$ cat config.mk
export PLATFORM = sky130hd
export DESIGN_NAME = rational_arithmetic_unit
export DESIGN_NICKNAME = d
export VERILOG_FILES = /design/src/hw/rtl/rau_pkg.sv /design/src/hw/rtl/rau_ctrl.sv /design/src/hw/rtl/rau_datapath.sv /design/src/hw/rtl/rational_arithmetic_unit.sv
export VERILOG_INCLUDE_DIRS = /design/src /design/src/hw/rtl
export SDC_FILE = /design/constraint.sdc
export NUM_CORES = 2
export LEC_CHECK = 0
export BUFFER_PORTS_ARGS = -buffer_cell sky130_fd_sc_hd__buf_2
export CAP_MARGIN = 15
export CORE_ASPECT_RATIO = 1.25
export CORE_MARGIN = 2
export CORE_UTILIZATION = 40
export DETAILED_ROUTE_END_ITERATION = 12
export GPL_TIMING_DRIVEN = 0
export PLACE_DENSITY = 0.6
export SYNTH_ARGS = -nofsm -noshare
export SYNTH_HDL_FRONTEND = slang
export SYNTH_SLANG_ARGS = --single-unit
$ cat constraint.sdc
create_clock -name clk -period 10.8 [get_ports clk]
set_clock_uncertainty 0.05 [all_clocks]
set_input_delay 2.16 -clock clk [delete_from_list [all_inputs] [get_ports clk]]
set_output_delay 2.16 -clock clk [all_outputs]
set_load 0.02 [all_outputs]
$ cat src/hw/rtl/rational_arithmetic_unit_assert.svh
// Assertion macros for the rational arithmetic unit.
`ifndef RATIONAL_ARITHMETIC_UNIT_ASSERT_SVH
`define RATIONAL_ARITHMETIC_UNIT_ASSERT_SVH
`ifndef SYNTH
`define RAU_ASSERT_IMPL(label, clk, rst_n, prop) \
    label: assert property (@(posedge clk) disable iff (!rst_n) prop) \
        else $error("assertion failed");
`define RAU_ASSERT_NEXT(label, clk, rst_n, ante, cons) \
    label: assert property (@(posedge clk) disable iff (!rst_n) ante |=> cons) \
        else $error("assertion failed");
`else
`define RAU_ASSERT_IMPL(label, clk, rst_n, prop)
`define RAU_ASSERT_NEXT(label, clk, rst_n, ante, cons)
`endif
`endif

$ cat src/hw/rtl/rau_pkg.sv
`default_nettype none
package rau_pkg;
    localparam int OPERAND_WIDTH = 16;
    localparam int MAG_WIDTH = 32;
    localparam int CNT_WIDTH = 6;

    localparam logic [1:0] OP_ADD = 2'd0;
    localparam logic [1:0] OP_SUB = 2'd1;
    localparam logic [1:0] OP_MUL = 2'd2;
    localparam logic [1:0] OP_DIV = 2'd3;

    localparam logic [1:0] FORM_ZERO   = 2'd0;
    localparam logic [1:0] FORM_WHOLE  = 2'd1;
    localparam logic [1:0] FORM_MIXED  = 2'd2;
    localparam logic [1:0] FORM_PROPER = 2'd3;

    localparam logic [1:0] DIV_NUM   = 2'd0;
    localparam logic [1:0] DIV_DEN   = 2'd1;
    localparam logic [1:0] DIV_WHOLE = 2'd2;

    typedef enum logic [3:0] {
        ST_IDLE,
        ST_PREP,
        ST_MUL,
        ST_SUM,
        ST_GCD_START,
        ST_GCD,
        ST_DIVN_START,
        ST_DIVN,
        ST_DIVD_START,
        ST_DIVD,
        ST_WHOLE_START,
        ST_WHOLE,
        ST_DONE
    } state_t;

    typedef struct packed {
        logic load;
        logic prep;
        logic mul;
        logic sum;
        logic gcd_start;
        logic gcd_step;
        logic div_start;
        logic [1:0] div_sel;
        logic div_step;
        logic finish;
    } cmd_t;

    typedef struct packed {
        logic error;
        logic gcd_done;
    } status_t;
endpackage
`default_nettype wire

$ cat src/hw/rtl/rau_ctrl.sv
`default_nettype none
module rau_ctrl (
    input  wire logic             clk,
    input  wire logic             rst_n,
    input  wire logic             start,
    output logic                  busy,
    input  wire rau_pkg::status_t status,
    output rau_pkg::cmd_t         cmd
);
    import rau_pkg::*;

    state_t state_reg, state_next;
    logic [CNT_WIDTH-1:0] cnt_reg, cnt_next;

    always_ff @(posedge clk or negedge rst_n)
    begin
        if (!rst_n)
        begin
            state_reg <= ST_IDLE;
            cnt_reg   <= '0;
        end
        else
        begin
            state_reg <= state_next;
            cnt_reg   <= cnt_next;
        end
    end

    always_comb
    begin
        state_next = state_reg;
        cnt_next   = cnt_reg;
        cmd        = '0;
        busy       = (state_reg != ST_IDLE);
        unique case (state_reg)
            ST_IDLE:
            begin
                if (start)
                begin
                    cmd.load   = 1'b1;
                    state_next = ST_PREP;
                end
            end
            ST_PREP:
            begin
                cmd.prep = 1'b1;
                state_next = status.error ? ST_DONE : ST_MUL;
            end
            ST_MUL:
            begin
                cmd.mul = 1'b1;
                state_next = ST_SUM;
            end
            ST_SUM:
            begin
                cmd.sum = 1'b1;
                state_next = ST_GCD_START;
            end
            ST_GCD_START:
            begin
                cmd.gcd_start = 1'b1;
                state_next = ST_GCD;
            end
            ST_GCD:
            begin
                if (status.gcd_done)
                    state_next = ST_DIVN_START;
                else
                    cmd.gcd_step = 1'b1;
            end
            ST_DIVN_START, ST_DIVD_START, ST_WHOLE_START:
            begin
                cmd.div_start = 1'b1;
                cmd.div_sel = (state_reg == ST_DIVN_START) ? DIV_NUM :
                              (state_reg == ST_DIVD_START) ? DIV_DEN : DIV_WHOLE;
                cnt_next = '0;
                state_next = (state_reg == ST_DIVN_START) ? ST_DIVN :
                             (state_reg == ST_DIVD_START) ? ST_DIVD : ST_WHOLE;
            end
            ST_DIVN, ST_DIVD, ST_WHOLE:
            begin
                cmd.div_step = 1'b1;
                cmd.div_sel = (state_reg == ST_DIVN) ? DIV_NUM :
                              (state_reg == ST_DIVD) ? DIV_DEN : DIV_WHOLE;
                cnt_next = cnt_reg + 1'b1;
                if (cnt_reg == CNT_WIDTH'(MAG_WIDTH))
                    state_next = (state_reg == ST_DIVN) ? ST_DIVD_START :
                                 (state_reg == ST_DIVD) ? ST_WHOLE_START : ST_DONE;
            end
            ST_DONE:
            begin
                cmd.finish = 1'b1;
                state_next = ST_IDLE;
            end
            default:
            begin
                state_next = ST_IDLE;
            end
        endcase
    end
endmodule
`default_nettype wire

$ cat src/hw/rtl/rau_datapath.sv
`default_nettype none
module rau_datapath (
    input  wire logic                              clk,
    input  wire logic                              rst_n,
    input  wire rau_pkg::cmd_t                     cmd,
    output rau_pkg::status_t                       status,
    input  wire logic [1:0]                        opcode,
    input  wire logic signed [15:0]                num_a,
    input  wire logic signed [15:0]                den_a,
    input  wire logic signed [15:0]                num_b,
    input  wire logic signed [15:0]                den_b,
    output logic                                   done,
    output logic                                   error_flag,
    output logic signed [32:0]                     result_numerator,
    output logic [30:0]                            result_denominator,
    output logic                                   negative_flag,
    output logic [31:0]                            whole_magnitude,
    output logic [29:0]                            remainder_numerator,
    output logic [1:0]                             form_code
);
    import rau_pkg::*;

    localparam int OW = OPERAND_WIDTH;
    localparam int MW = MAG_WIDTH;

    logic [1:0]    op_reg;
    logic [OW-1:0] na_reg, da_reg, nb_reg, db_reg;
    logic          sna_reg, sda_reg, snb_reg, sdb_reg;
    logic          err_reg;
    logic [MW-1:0] p1_reg, p2_reg, md_reg;
    logic          s1_reg, s2_reg, sd_reg;
    logic [MW:0]   mn_reg;
    logic          sn_reg;
    logic [MW:0]   gx_reg, gy_reg;
    logic [CNT_WIDTH-1:0] gk_reg;
    logic [MW:0]   q_reg, r_reg, dvd_reg, dvs_reg;
    logic [MW:0]   rn_reg;
    logic [MW-1:0] rd_reg;
    logic          done_reg;

    logic [OW-1:0] mag_na, mag_da, mag_nb, mag_db;
    logic [MW:0]   gx_next, gy_next;
    logic [CNT_WIDTH-1:0] gk_next;
    logic [MW:0]   gcd_val;
    logic [MW+1:0] rtrial;
    logic          sb;

    function automatic logic [OW-1:0] mag_of(input logic [OW-1:0] v);
        mag_of = v[OW-1] ? (~v + 1'b1) : v;
    endfunction

    assign mag_na = mag_of(na_reg);
    assign mag_da = mag_of(da_reg);
    assign mag_nb = mag_of(nb_reg);
    assign mag_db = mag_of(db_reg);

    // One binary gcd step: shared factors of two are counted in gk_reg, a lone
    // even value is halved, and of two odd values the larger is replaced by
    // half their difference.
    always_comb
    begin
        gx_next = gx_reg;
        gy_next = gy_reg;
        gk_next = gk_reg;
        unique case ({gx_reg[0], gy_reg[0]})
            2'b00:
            begin
                gx_next = gx_reg >> 1;
                gy_next = gy_reg >> 1;
                gk_next = gk_reg + 1'b1;
            end
            2'b01:
            begin
                gx_next = gx_reg >> 1;
            end
            2'b10:
            begin
                gy_next = gy_reg >> 1;
            end
            default:
            begin
                if (gx_reg >= gy_reg)
                    gx_next = (gx_reg - gy_reg) >> 1;
                else
                    gy_next = (gy_reg - gx_reg) >> 1;
            end
        endcase
    end

    assign gcd_val = (gx_reg | gy_reg) << gk_reg;
    assign rtrial = {r_reg, dvd_reg[MW]} - {1'b0, dvs_reg};
    assign sb = (op_reg == OP_SUB) ? ~snb_reg : snb_reg;

    always_ff @(posedge clk or negedge rst_n)
    begin
        if (!rst_n)
            done_reg <= 1'b0;
        else
            done_reg <= cmd.finish;
    end

    always_ff @(posedge clk)
    begin
        if (cmd.load)
        begin
            op_reg  <= opcode;
            na_reg  <= num_a[OW-1:0];
            da_reg  <= den_a[OW-1:0];
            nb_reg  <= num_b[OW-1:0];
            db_reg  <= den_b[OW-1:0];
        end
        if (cmd.prep)
        begin
            err_reg <= (mag_da == '0) || (mag_db == '0) ||
                       ((op_reg == OP_DIV) && (mag_nb == '0));
            sna_reg <= na_reg[OW-1];
            sda_reg <= da_reg[OW-1];
            snb_reg <= nb_reg[OW-1];
            sdb_reg <= db_reg[OW-1];
        end
        if (cmd.mul)
        begin
            unique case (op_reg)
                OP_MUL:
                begin
                    p1_reg <= MW'(mag_na) * MW'(mag_nb);
                    s1_reg <= sna_reg ^ snb_reg;
                    md_reg <= MW'(mag_da) * MW'(mag_db);
                    sd_reg <= sda_reg ^ sdb_reg;
                end
                OP_DIV:
                begin
                    p1_reg <= MW'(mag_na) * MW'(mag_db);
                    s1_reg <= sna_reg ^ sdb_reg;
                    md_reg <= MW'(mag_da) * MW'(mag_nb);
                    sd_reg <= sda_reg ^ snb_reg;
                end
                default:
                begin
                    p1_reg <= MW'(mag_na) * MW'(mag_db);
                    s1_reg <= sna_reg ^ sdb_reg;
                    md_reg <= MW'(mag_da) * MW'(mag_db);
                    sd_reg <= sda_reg ^ sdb_reg;
                end
            endcase
            p2_reg <= MW'(mag_da) * MW'(mag_nb);
            s2_reg <= sda_reg ^ (sb & (mag_nb != '0));
        end
        if (cmd.sum)
        begin
            logic [MW:0] m;
            logic        s;
            m = '0;
            s = 1'b0;
            if (op_reg == OP_MUL || op_reg == OP_DIV)
            begin
                m = {1'b0, p1_reg};
                s = s1_reg;
            end
            else if (s1_reg == s2_reg)
            begin
                m = {1'b0, p1_reg} + {1'b0, p2_reg};
                s = s1_reg;
            end
            else if (p1_reg >= p2_reg)
            begin
                m = {1'b0, p1_reg - p2_reg};
                s = s1_reg;
            end
            else
            begin
                m = {1'b0, p2_reg - p1_reg};
                s = s2_reg;
            end
            mn_reg <= m;
            sn_reg <= (s ^ sd_reg) && (m != '0);
        end
        if (cmd.gcd_start)
        begin
            gx_reg <= mn_reg;
            gy_reg <= {1'b0, md_reg};
            gk_reg <= '0;
        end
        if (cmd.gcd_step)
        begin
            gx_reg <= gx_next;
            gy_reg <= gy_next;
            gk_reg <= gk_next;
        end
        if (cmd.div_start)
        begin
            q_reg <= '0;
            r_reg <= '0;
            unique case (cmd.div_sel)
                DIV_NUM:
                begin
                    dvd_reg <= mn_reg;
                    dvs_reg <= gcd_val;
                end
                DIV_DEN:
                begin
                    dvd_reg <= {1'b0, md_reg};
                    dvs_reg <= gcd_val;
                end
                default:
                begin
                    dvd_reg <= rn_reg;
                    dvs_reg <= q_reg;
                end
            endcase
        end
        if (cmd.div_step)
        begin
            dvd_reg <= {dvd_reg[MW-1:0], 1'b0};
            if (!rtrial[MW+1])
            begin
                r_reg <= rtrial[MW:0];
                q_reg <= {q_reg[MW-1:0], 1'b1};
            end
            else
            begin
                r_reg <= {r_reg[MW-1:0], dvd_reg[MW]};
                q_reg <= {q_reg[MW-1:0], 1'b0};
            end
        end
        if (cmd.div_start && cmd.div_sel == DIV_DEN)
            rn_reg <= q_reg;
        if (cmd.div_start && cmd.div_sel == DIV_WHOLE)
            rd_reg <= q_reg[MW-1:0];
    end

    assign status.error    = (mag_da == '0) || (mag_db == '0) ||
                             ((op_reg == OP_DIV) && (mag_nb == '0));
    assign status.gcd_done = (gx_reg == '0) || (gy_reg == '0);

    always_comb
    begin
        done = done_reg;
        error_flag = err_reg;
        result_numerator = '0;
        result_denominator = '0;
        negative_flag = 1'b0;
        whole_magnitude = '0;
        remainder_numerator = '0;
        form_code = FORM_ZERO;
        if (!err_reg)
        begin
            result_numerator = sn_reg ? (33'd0 - rn_reg) : rn_reg;
            result_denominator = rd_reg[30:0];
            negative_flag = sn_reg;
            whole_magnitude = q_reg[MW-1:0];
            remainder_numerator = r_reg[29:0];
            if (rn_reg == '0)
                form_code = FORM_ZERO;
            else if (rd_reg == MW'(1))
                form_code = FORM_WHOLE;
            else if (rn_reg > {1'b0, rd_reg})
                form_code = FORM_MIXED;
            else
                form_code = FORM_PROPER;
        end
    end
endmodule
`default_nettype wire

$ cat src/hw/rtl/rational_arithmetic_unit.sv
// Rational arithmetic unit: adds, subtracts, multiplies or divides two
// signed fractions and returns the result in lowest terms.
// A request is taken at a rising edge where start is high and busy is low;
// busy then stays high until the result has been presented.
// The result appears on the result ports for exactly one cycle, marked by
// done; the receiver cannot hold it off, so it must capture it then.
// A request passes through the prep, multiply and sum steps, the binary gcd
// loop, whose number of steps depends on the operands, and three passes of a
// shared 33-step restoring divider (numerator, denominator, whole part);
// a request with an error goes from the prep step straight to the done state.
// One request is processed at a time; busy falls while done is high, so the
// next request can be taken at the edge that captures the result.
// A zero denominator, or division by a zero fraction, sets error_flag with
// every other field zero.
// Reset returns the controller to idle and drops any request in progress.
`default_nettype none
module rational_arithmetic_unit (
    input  wire logic               clk,
    input  wire logic               rst_n,
    input  wire logic               start,
    output logic                    busy,
    input  wire logic [1:0]         opcode,
    input  wire logic signed [15:0] num_a,
    input  wire logic signed [15:0] den_a,
    input  wire logic signed [15:0] num_b,
    input  wire logic signed [15:0] den_b,
    output logic                    done,
    output logic                    error_flag,
    output logic signed [32:0]      result_numerator,
    output logic [30:0]             result_denominator,
    output logic                    negative_flag,
    output logic [31:0]             whole_magnitude,
    output logic [29:0]             remainder_numerator,
    output logic [1:0]              form_code
);
    import rau_pkg::*;
`include "rational_arithmetic_unit_assert.svh"

    cmd_t    cmd;
    status_t status;

    rau_ctrl u_ctrl (
        .clk    (clk),
        .rst_n  (rst_n),
        .start  (start),
        .busy   (busy),
        .status (status),
        .cmd    (cmd)
    );

    rau_datapath u_dp (
        .clk                 (clk),
        .rst_n               (rst_n),
        .cmd                 (cmd),
        .status              (status),
        .opcode              (opcode),
        .num_a               (num_a),
        .den_a               (den_a),
        .num_b               (num_b),
        .den_b               (den_b),
        .done                (done),
        .error_flag          (error_flag),
        .result_numerator    (result_numerator),
        .result_denominator  (result_denominator),
        .negative_flag       (negative_flag),
        .whole_magnitude     (whole_magnitude),
        .remainder_numerator (remainder_numerator),
        .form_code           (form_code)
    );

    `RAU_ASSERT_NEXT(a_done_one_cycle, clk, rst_n, done, !done)
    `RAU_ASSERT_NEXT(a_start_busy, clk, rst_n, start && !busy, busy)
    `RAU_ASSERT_IMPL(a_err_zero, clk, rst_n, (done && error_flag) |-> (form_code == FORM_ZERO))
endmodule
`default_nettype wire
==> impl_metrics.yaml <==
status:
  status: "finished clean"
critical_path:
  r2r_slack_ps: 150
  crit_top_cell: "fa_1"
  setup.worst_path.end: "u_dp.p1_reg[29]$_DFFE_PP_"
  cp-startpoint: "u_dp.na_reg[0]$_DFFE_PP_"
  reg2reg_to: "u_dp.p1_reg[29]$_DFFE_PP_"
  cpMaxStageDelayCell: "xor2_1"
  cp-end-kind: "flip-flop"
  r2r_start: "u_dp.na_reg[0]$_DFFE_PP_"
  cp-start-kind: "flip-flop"
  crit_type: "reg -> reg"
  worst_ep_arrival_time_ps: 11010
  r2r_cells: 27
  cpPeakStageDelay_ps: 750
  worstPathRequired_ps: 11160
  worst-path-max-fanout: 10
global_route:
  antenna_found_initial: 13
  grt_pass1_wl_um: 393700
  grt.total_usage_pct: 31.54
  grt_max_degree: 68
  grt_pass1_vias: 58760
  grt-ovfl-total: 0
floorplan:
  die_y_um: 463.8
  pin_count: 201
  die_w_um: 371.8
  initial_core_util_pct: 40.33
  dieArea_um2: 172500
  rows: 168
  core-area_um2: 167700
worst_hold_path:
  min_from: "u_dp.q_reg[32]$_SDFFCE_PN0N_"
  hold_path.class: "reg -> reg"
timing:
  worstMarginPinSlew_ps: 1406
  fin_ws_ps: 150.4
  timing.hold.ws_ps: 427.0
  setup_viol: 0
  timing.final.crit_share_pct: 98.61
  rsz0062_at_grt: "true"
  hold_viol: 0
  min_period_ps: 10650
  fmax_mhz: 93.90
  slew_headroom_pct: 5.970
  drv_slew: 0
cells_and_area:
  final_cells: 10220
  final_layout_size_suffix_gt1_share_pct: 6.619
  nets: 9494
  final_common_cell: "inv_1"
  fill_cells: 16680
  syn2layout_area_growth_pct: 9.832
  layout_common_cells: "inv_1, nor2_1, nand2_1"
  design_area_um2: 74300
placed_design:
  dp.cells: 10110
  pre_cts_ws_ps: -2610
  dp_hpwl_um: 230500
  gp_congestion: 1.038
  placed_area_um2: 72090
  portBuffers: 200
synth:
  synth_edf_count: 471
  synth_seq_cells: 483
  synth_area_per_cell_um2: 8.831
  synthCells: 7661
  synthDistinctLibCells: 92
  synth_ff_type: "edfxtp_1"
  syn_nets: 9193
  ys_seq_area_share_pct: 21.34
  async_reset_ff_share_pct: 2.277
  yosys_warnings: 0
  synth_area_um2: 67650
detailed_routing:
  drc_errors: 0
  avgViaCountPerCell: 5.627
  dr.pass1.iters: 6
  wire_per_inst_um: 26.85
  via_count: 57530
  detail-route-antenna-nets: 0
  drt_iter0_markers: 4662
  drt_wl_total_um: 274400
flow_run:
  maxCapViolCount: 0
clock_tree:
  cts_max_level: 2
  clock_sinks: 483
  clockBufferDepth: 3
  cts_root_buf: "clkbuf_16"
  cts_hold_buf: 0
  cts_tree: "done"
  worstSkewPairLatency_ps: 700
  clkTransAtPathRegs_ps: 70
  numCtsBuffers: 53
## synth_stat cells (24+ instances only)
cell / number / share of area (%)
o21bai_1: 45 / 0.50
nor2_1: 918 / 5.1
o21ai_1: 24 / 0.18
clkbuf_1: 315 / 1.7
nand3_1: 80 / 0.59
nor4_1: 54 / 0.50
nand2_1: 890 / 4.9
a21o_1: 78 / 0.87
nor2b_1: 113 / 1.0
o31ai_1: 44 / 0.49
inv_1: 1139 / 6.3
buf_1: 24 / 0.13
a21oi_1: 400 / 3.0
nand4_1: 36 / 0.33
ha_1: 681 / 13
mux2i_1: 81 / 1.2
fa_1: 782 / 23
o21ai_0: 294 / 2.2
a211oi_1: 75 / 0.83
o21a_1: 37 / 0.41
and3_1: 56 / 0.52
and2_1: 26 / 0.24
xnor2_1: 234 / 3.0
nand2b_1: 79 / 0.73
mux2_2: 37 / 0.62
xor2_1: 124 / 1.6
a31oi_1: 32 / 0.30
nor3_1: 99 / 0.73
or3_1: 36 / 0.33
edfxtp_1: 471 / 21
a22o_1: 30 / 0.39
## layer usage
metal | part of all wire [%] | up-vias | wire [µm] | track usage (%)
li1 | - | 25780 | - | -
met1 | 35 | 28300 | 96220 | 33.81
met2 | 48 | 2484 | 131600 | 53.79
met3 | 5.9 | 943 | 16100 | 4.606
met4 | 11 | 18 | 30390 | 27.87
met5 | 0.039 | - | 108 | 0
## worst min path at each step
stage	to	slack, ps	cells after the start
after detailed placement	u_dp.rn_reg[32]$_DFFE_PP_	400	0
after CTS	u_dp.rn_reg[32]$_DFFE_PP_	410	0
after floorplan	u_dp.rn_reg[32]$_DFFE_PP_	370	0
final	u_dp.rn_reg[32]$_DFFE_PP_	430	0
after global placement	u_dp.rn_reg[32]$_DFFE_PP_	380	0
after global routing	u_dp.rn_reg[32]$_DFFE_PP_	440	0
## worst max-delay path, delay by kind of cell, from the launching register on
kind | cells | cell delay (ps)
adders and majority gates | 7 | 3400
and+or+nand+nor | 6 | 1370
buffers and inverters | 3 | 850
AOI/OAI and AO/OA | 9 | 2930
xor gates and xnor gates | 2 | 1340
DFF | 1 | 420
## cells by family after synthesis
family	Yosys count	synth area share [%]
compound gates	1253	11.62
xor+xnor	358	4.635
fa+ha+maj	1463	35.74
buf+inv	1505	8.406
flops	483	21.34
mux	133	2.303
simple gates	2466	15.96
## cell type report
cell class	instances	area [µm²]	share of cell area (%)
Antenna cell	6	15.01	0.02021
Buffer	354	1416	1.906
Clock buffer	63	1364	1.835
Clock inverter	37	494.2	0.6651
Inverter	1146	4309	5.799
Multi-Input combinational cell	5673	47910	64.48
Sequential cell	483	14440	19.43
Tap cell	2210	2765	3.721
Timing Repair Buffer	251	1593	2.144
## metrics by stage
step	util (%)	setup TNS, ps
floorplan	-	0
global placement	42.58	-134430
detailed placement	42.98	-32590
CTS	44.19	0
global route	44.29	-55.59
finish	44.30	0
## what timing repair did
action                                  in CTS  in global routing
pin swaps                                    2                  2
gates resized for setup                     38                 45
endpoints found under the setup margin      38                 28
setup buffers                                3                  5
Power is not shown: default switching activity piles up to over one toggle a cycle in this logic, so the estimate is an artifact.
